`src/sv/mie_pkg.sv`:
```
// Shared definitions for the MIPS32 subset executor: opcodes, function codes,
// memory sizing and the controller/datapath interface structs.
// Used by every module of the block but mie_muldiv; depends on nothing.
`default_nettype none

package mie_pkg;

  // Data memory size in words (power of two) and its index width
  localparam int unsigned DMEM_WORDS = 1024;
  localparam int unsigned DMEM_AW    = $clog2(DMEM_WORDS);

  // Program counter after reset
  localparam logic [31:0] PC_RESET = 32'h0040_0000;

  // v0 value that makes a syscall halt the core
  localparam logic [31:0] SYSCALL_EXIT = 32'h0000_000A;
  localparam logic [4:0]  REG_V0       = 5'd2;
  localparam logic [4:0]  REG_RA       = 5'd31;

  // Item commands
  localparam logic CMD_EXEC    = 1'b0;
  localparam logic CMD_PRELOAD = 1'b1;

  // Primary opcodes
  localparam logic [5:0] OP_SPECIAL = 6'h00;
  localparam logic [5:0] OP_REGIMM  = 6'h01;
  localparam logic [5:0] OP_J       = 6'h02;
  localparam logic [5:0] OP_JAL     = 6'h03;
  localparam logic [5:0] OP_BEQ     = 6'h04;
  localparam logic [5:0] OP_BNE     = 6'h05;
  localparam logic [5:0] OP_BLEZ    = 6'h06;
  localparam logic [5:0] OP_BGTZ    = 6'h07;
  localparam logic [5:0] OP_ADDI    = 6'h08;
  localparam logic [5:0] OP_ADDIU   = 6'h09;
  localparam logic [5:0] OP_SLTI    = 6'h0A;
  localparam logic [5:0] OP_SLTIU   = 6'h0B;
  localparam logic [5:0] OP_ANDI    = 6'h0C;
  localparam logic [5:0] OP_ORI     = 6'h0D;
  localparam logic [5:0] OP_XORI    = 6'h0E;
  localparam logic [5:0] OP_LUI     = 6'h0F;
  localparam logic [5:0] OP_LB      = 6'h20;
  localparam logic [5:0] OP_LH      = 6'h21;
  localparam logic [5:0] OP_LW      = 6'h23;
  localparam logic [5:0] OP_LBU     = 6'h24;
  localparam logic [5:0] OP_LHU     = 6'h25;
  localparam logic [5:0] OP_SB      = 6'h28;
  localparam logic [5:0] OP_SH      = 6'h29;
  localparam logic [5:0] OP_SW      = 6'h2B;

  // SPECIAL function codes
  localparam logic [5:0] FN_SLL     = 6'h00;
  localparam logic [5:0] FN_SRL     = 6'h02;
  localparam logic [5:0] FN_SRA     = 6'h03;
  localparam logic [5:0] FN_SLLV    = 6'h04;
  localparam logic [5:0] FN_SRLV    = 6'h06;
  localparam logic [5:0] FN_SRAV    = 6'h07;
  localparam logic [5:0] FN_JR      = 6'h08;
  localparam logic [5:0] FN_JALR    = 6'h09;
  localparam logic [5:0] FN_SYSCALL = 6'h0C;
  localparam logic [5:0] FN_MFHI    = 6'h10;
  localparam logic [5:0] FN_MTHI    = 6'h11;
  localparam logic [5:0] FN_MFLO    = 6'h12;
  localparam logic [5:0] FN_MTLO    = 6'h13;
  localparam logic [5:0] FN_MULT    = 6'h18;
  localparam logic [5:0] FN_MULTU   = 6'h19;
  localparam logic [5:0] FN_DIV     = 6'h1A;
  localparam logic [5:0] FN_DIVU    = 6'h1B;
  localparam logic [5:0] FN_ADD     = 6'h20;
  localparam logic [5:0] FN_ADDU    = 6'h21;
  localparam logic [5:0] FN_SUB     = 6'h22;
  localparam logic [5:0] FN_SUBU    = 6'h23;
  localparam logic [5:0] FN_AND     = 6'h24;
  localparam logic [5:0] FN_OR      = 6'h25;
  localparam logic [5:0] FN_XOR     = 6'h26;
  localparam logic [5:0] FN_NOR     = 6'h27;
  localparam logic [5:0] FN_SLT     = 6'h2A;
  localparam logic [5:0] FN_SLTU    = 6'h2B;

  // REGIMM branch selectors
  localparam logic [4:0] RI_BLTZ   = 5'h00;
  localparam logic [4:0] RI_BGEZ   = 5'h01;
  localparam logic [4:0] RI_BLTZAL = 5'h10;
  localparam logic [4:0] RI_BGEZAL = 5'h11;

  // Controller to datapath commands
  typedef struct packed {
    logic boot;      // load pc from start_pc
    logic latch;     // capture the input word
    logic rd_regs;   // read the register file
    logic exec;      // decode, execute, issue memory read
    logic md_start;  // launch the multiply/divide unit
    logic commit;    // write back state and load the output word
  } mie_cmd_t;

  // Datapath to controller status
  typedef struct packed {
    logic is_md;     // current instruction needs the multiply/divide unit
    logic md_done;   // multiply/divide result written to HI/LO
  } mie_sts_t;

endpackage

`default_nettype wire

```
`src/sv/mie_ctrl.sv`:
```
// Controller: sequences boot, read, execute, multiply/divide wait and
// commit, and owns the input stall and output valid. Depends on mie_pkg.
`default_nettype none

module mie_ctrl (
  input  wire logic                clk,
  input  wire logic                rst_n,
  input  wire logic                in_valid,
  output logic                     in_stall,
  output logic                     out_valid,
  input  wire logic                out_stall,
  input  wire mie_pkg::mie_sts_t   sts,
  output mie_pkg::mie_cmd_t        cmd
);

  localparam logic [2:0] S_BOOT = 3'd0;
  localparam logic [2:0] S_IDLE = 3'd1;
  localparam logic [2:0] S_RD   = 3'd2;
  localparam logic [2:0] S_EX   = 3'd3;
  localparam logic [2:0] S_MD   = 3'd4;
  localparam logic [2:0] S_WB   = 3'd5;

  logic [2:0] state_r, state_nxt;
  logic       ovld_r, ovld_nxt;
  logic       accept, out_free;

  assign in_stall  = (state_r != S_IDLE);
  assign accept    = in_valid && !in_stall;
  assign out_free  = !ovld_r || !out_stall;
  assign out_valid = ovld_r;

  // Next state and commands
  always_comb begin
    state_nxt = state_r;
    cmd       = '0;
    unique case (state_r)
      S_BOOT: begin
        cmd.boot  = 1'b1;
        state_nxt = S_IDLE;
      end
      S_IDLE: begin
        cmd.latch = accept;
        if (accept) state_nxt = S_RD;
      end
      S_RD: begin
        cmd.rd_regs = 1'b1;
        state_nxt   = S_EX;
      end
      S_EX: begin
        cmd.exec     = 1'b1;
        cmd.md_start = sts.is_md;
        state_nxt    = sts.is_md ? S_MD : S_WB;
      end
      S_MD: begin
        if (sts.md_done) state_nxt = S_WB;
      end
      S_WB: begin
        cmd.commit = out_free;
        if (out_free) state_nxt = S_IDLE;
      end
      default: state_nxt = S_IDLE;
    endcase
  end

  // Output word valid
  always_comb begin
    ovld_nxt = ovld_r;
    if (ovld_r && !out_stall) ovld_nxt = 1'b0;
    if (cmd.commit) ovld_nxt = 1'b1;
  end

  always_ff @(posedge clk) begin
    if (!rst_n) begin
      state_r <= S_BOOT;
      ovld_r  <= 1'b0;
    end else begin
      state_r <= state_nxt;
      ovld_r  <= ovld_nxt;
    end
  end

endmodule

`default_nettype wire

```
`config.mk`:
```
export PLATFORM = sky130hd
export DESIGN_NAME = mie_ctrl
export DESIGN_NICKNAME = d
export VERILOG_FILES = /design/src/sv/mie_pkg.sv /design/src/sv/mie_ctrl.sv
export SDC_FILE = /design/constraint.sdc
export NUM_CORES = 1
export LEC_CHECK = 0
export CORE_AREA = 2 2 39 41
export DETAILED_ROUTE_END_ITERATION = 10
export DIE_AREA = 0 0 41 43
export DONT_BUFFER_PORTS = 1
export GPL_ROUTABILITY_DRIVEN = 1
export PLACE_DENSITY = 0.31
export SYNTH_ARGS = -nofsm -noshare
export SYNTH_HDL_FRONTEND = slang
export SYNTH_SLANG_ARGS = --single-unit
```
`constraint.sdc`:
```
create_clock -name clk -period 1.1 [get_ports clk]
set_input_delay 0.165 -clock clk [delete_from_list [all_inputs] [get_ports clk]]
set_output_delay 0.165 -clock clk [all_outputs]
set_load 0.02 [all_outputs]
```
After elaboration in Yosys (flattened, before gate mapping):

Cells that the tools add are included.

* reduce and logical (&&, ||, !) cells: 9
* equality and inequality tests: 9
* mux-type cells: 12

Operators with widths (number)
* 3-bit case mux with 5 select lines: 1
* 3-bit 2-to-1 mux: 3
* 1-bit 2-to-1 mux: 7
* 3-bit by 2-bit == test with 1-bit output (second input constant): 2
* 3-bit == test (second input constant): 2
* 2-bit inequality test (second input constant): 3
* 3-bit by 1-bit == test with 1-bit output (second input constant): 1
* 1-bit logical NOT: 3
* 3-bit logical NOT: 1
* 3-bit by 1-bit inequality test with 1-bit output (second input constant): 1
* 3-bit AND reduction: 1
* 1-bit logical AND: 2
* 2-bit 2-to-1 mux: 1
* 2-bit nonzero test: 1
* 1-bit logical OR: 1

* register bits after elaboration: 4
* input bits: 6

Longest topological paths before layout:

* depth after elaboration: 5
* mapped depth: 4
* mapped depth without buffers: 3

Worst setup path after synthesis:

Ideal clock, no wire load.

* kind: register to output
* start: register state_r[1]
* end: output port cmd[3] (netlist name)
* required time: 0.935 ns
* slack: -0.026 ns
* cell stages (with the launch flop): 2
* data arrival time: 0.961 ns
* cell sequence: dfxtp_1 nor3b_1

RTL lines
* from (decl): RTL line mie_ctrl.sv:23 `logic [2:0] state_r, state_nxt;`
* from (signal assigned): RTL line mie_ctrl.sv:77 `state_r <= state_nxt;`
* to (decl): RTL line mie_ctrl.sv:13 `output mie_pkg::mie_cmd_t cmd`

==> metrics.txt <==
run status=finished, violations left; failing checks=negative setup slack; power density relative to cell area=around 1200 nW/um2; fraction of the yosys area taken by sequential cells=0.3200; capture instance of the worst register-to-register path=state_r[0]$_SDFFE_PN0P_; final total power=about 0.59 mW; starting density of the core=0.1808; aggregate routed wire length=797 um; peak clock frequency supported by timing=0.7728 GHz; summed negative setup slack over all endpoints=-0.8797 ns; Pins Over Slew Limit=0; placer's final routability congestion estimate=approximately 0.66; number of optimization iterations in the first detailed-route pass=2; Gate Count Post-Synth=29; filler instances=~160; startpoint of the worst-slack reg-to-reg timing path=state_r[0]$_SDFFE_PN0P_; Post-DRT Antenna Nets=0; number of antenna violations at the first check in global routing=0; Std-Cell Rows=14; Worst Tran Pin Value=about 0.23 ns; average routed wire per standard cell=12.26 um; startpoint types=flop; pin count of the biggest net entering global routing=7; Yosys top cell area share=0.3200; later-pin clock latency in the skew report=roughly 0.23 ns; kind of capture point of the worst setup path=primary output; count of buffers from port buffering=0; slowest stage cell, crit path=sky130_fd_sc_hd__dfxtp_2; most numerous cell types in the synthesized netlist=sky130_fd_sc_hd__dfxtp_1, sky130_fd_sc_hd__nand2_1, sky130_fd_sc_hd__and2b_2, sky130_fd_sc_hd__nor3b_1; Max Root-Sink Buffers=2; final worst hold slack=approximately 0.058 ns; final worst clock skew=approximately 0.0035 ns; Hold Buf Count CTS=0; full die area=1763 um2; width of the chip=between 40 and 50 um; capture endpoint of the worst hold path=state_r[2]$_SDFFE_PN0P_; Arr. time, crit path=roughly 1.1 ns; Relative slew margins=0.8427; final hold violations=0; worst path setup slack after routing=-0.1940 ns; RSZ-0062 raised after global routing=yes; via count=290; number of vias per cell after detailed routing=~4.5; average cell area after synthesis=8.629 um2; placeable core area=between 1000 and 1500 um2; min-delay src=rst_n; First DRT Iteration DRCs=1; worst voltage drop across the vdd grid=about 0.45 mV; total global routing overflow=0; register-to-register setup slack=-0.02 ns; share of flip-flops with an asynchronous set or reset=0; via count of the first global-routing pass=about 270; HP Class=in -> reg; number of nets in the finished design=57; dpl ws=about 0.048 ns; stage delay of the slowest cell on the critical path=0.32 ns; Area Growth Syn to Fin=91.50%; layout cells sized above 1=0.7755; clock tree from TritonCTS=built; count of cell types in the netlist=21; Post-Route Utilization=0.3463; antenna cell count=0; final worst path period need=approximately 1.3 ns; Crit Path Max Fanout=4; ordered list of cells on the worst path=and2b_2, nand2_2, a21oi_2, buf_4; Synth Warn #=0; critical path type=reg -> out; CTS clock-pin slew for the worst setup and hold paths=0.04 ns; number of endpoints failing setup at the final stage=9; static leakage=roughly 0.21 nW; number of nets in the synthesized netlist=35; R2R depth=4; die height=between 40 and 50 um; CP Data Required Time=around 0.94 ns; hold depth=1; total of max-cap violations=0; count of flip-flops with a built-in enable after synthesis=0; clk root buf=sky130_fd_sc_hd__clkbuf_4; GRT Total Usage=0.1114; post-synth design cell area=between 200 and 300 um2; clock buffer count from CTS=3; Ports=14; # DRC=0; leading cell types by total area after synthesis=sky130_fd_sc_hd__dfxtp_1, sky130_fd_sc_hd__and2b_2, sky130_fd_sc_hd__o41ai_2; first-pass GRT wire length=about 1300 um; CTS Sinks=4; most frequently used flop master after synthesis=sky130_fd_sc_hd__dfxtp_1; final critical-path share of the clock period=1.176; flops & latches, synth=4; cell type with the largest total area after synthesis=sky130_fd_sc_hd__dfxtp_1; HPWL after detailed placement=578.3 um; H-Tree Depth=1
worst max-delay path by stage:
stage | startpoint | endpoint | slack (ns) | depth (start not counted)
6_report | state_r[1]$_SDFFE_PN0P_ | cmd[0] | -0.19 | 4
2_1_floorplan | state_r[2]$_SDFFE_PN0P_ | cmd[1] | 0.0009 | 3
4_1_cts | state_r[1]$_SDFFE_PN0P_ | cmd[0] | -0.19 | 4
3_3_place_gp | state_r[1]$_SDFFE_PN0P_ | cmd[0] | 0.05 | 4
3_5_place_dp | state_r[1]$_SDFFE_PN0P_ | cmd[0] | 0.05 | 4
5_1_grt | state_r[1]$_SDFFE_PN0P_ | cmd[0] | -0.24 | 4
state kept, by name, indices dropped and copies added, names as in the netlist:
signal and cells:
out_valid 1, state_r 3
routing by layer:
| metal | share of wire | vias up | track usage |
|---|---|---|---|
| li1 | - | 146 | - |
| met1 | 0.37 | 135 | 0.1254 |
| met2 | 0.55 | 7 | 0.1563 |
| met3 | 0.072 | 2 | 0.05236 |
| met4 | 0.0075 | 0 | 0.08000 |
| met5 | 0 | - | 0 |
logic make-up after synthesis:
| group | synth area share |
|---|---|
| AOI/OAI and AO/OA | 0.2601 |
| and+or+nand+nor | 0.3750 |
| DFF | 0.3200 |
| buffers and inverters | 0.04500 |
worst max-delay path, delay by kind of cell (launching register included):
| family | cells | cell delay, ns |
|---|---|---|
| AO/OA/AOI/OAI | 1 | 0.12 |
| buffers and inverters | 1 | 0.16 |
| AND/OR/NAND/NOR | 2 | 0.30 |
| flip-flops | 1 | 0.32 |
report_power, final:
group          switching [mW]  total (mW)  internal (mW)  leakage [nW]
logic                   0.109       0.245          0.136         0.166
clock network          0.0547       0.176          0.122        0.0138
registers              0.0119       0.173          0.161        0.0341
final cells by class:
| type | count | area (um2) | area share |
|---|---|---|---|
| well taps | 16 | 20.02 | 0.04178 |
| repair buffers | 18 | 157.7 | 0.3290 |
| inverters | 1 | 6.256 | 0.01305 |
| clock buffers | 3 | 22.52 | 0.04700 |
| flip-flops and latches | 4 | 86.33 | 0.1802 |
| multi-input cells | 23 | 186.4 | 0.3890 |
through the flow:
| stage | area, um2 | cells |
|---|---|---|
| 2_1_floorplan | 257.7 | 29 |
| 3_3_place_gp | 345.3 | 54 |
| 3_5_place_dp | 345.3 | 54 |
| 4_1_cts | 436.7 | 62 |
| 5_1_grt | 479.2 | 65 |
| 6_report | 479.2 | 65 |
cells in the final DEF (no fill, tap or decap), types with 2 or more instances in the layout:
cell and count:
sky130_fd_sc_hd__dfxtp_2 2, sky130_fd_sc_hd__and2b_2 2, sky130_fd_sc_hd__buf_4 12, sky130_fd_sc_hd__a21oi_2 2, sky130_fd_sc_hd__and3_2 2, sky130_fd_sc_hd__clkbuf_4 3
sky130_fd_sc_hd__nand2_1 2, sky130_fd_sc_hd__buf_6 6
what timing repair did:
item / CTS / global route
buffers inserted: 5 / 3
pin swaps: 4 / 7
gates resized for setup: 11 / 6
setup endpoints to repair: 7 / 9
Power figures use the tool's default switching activity.
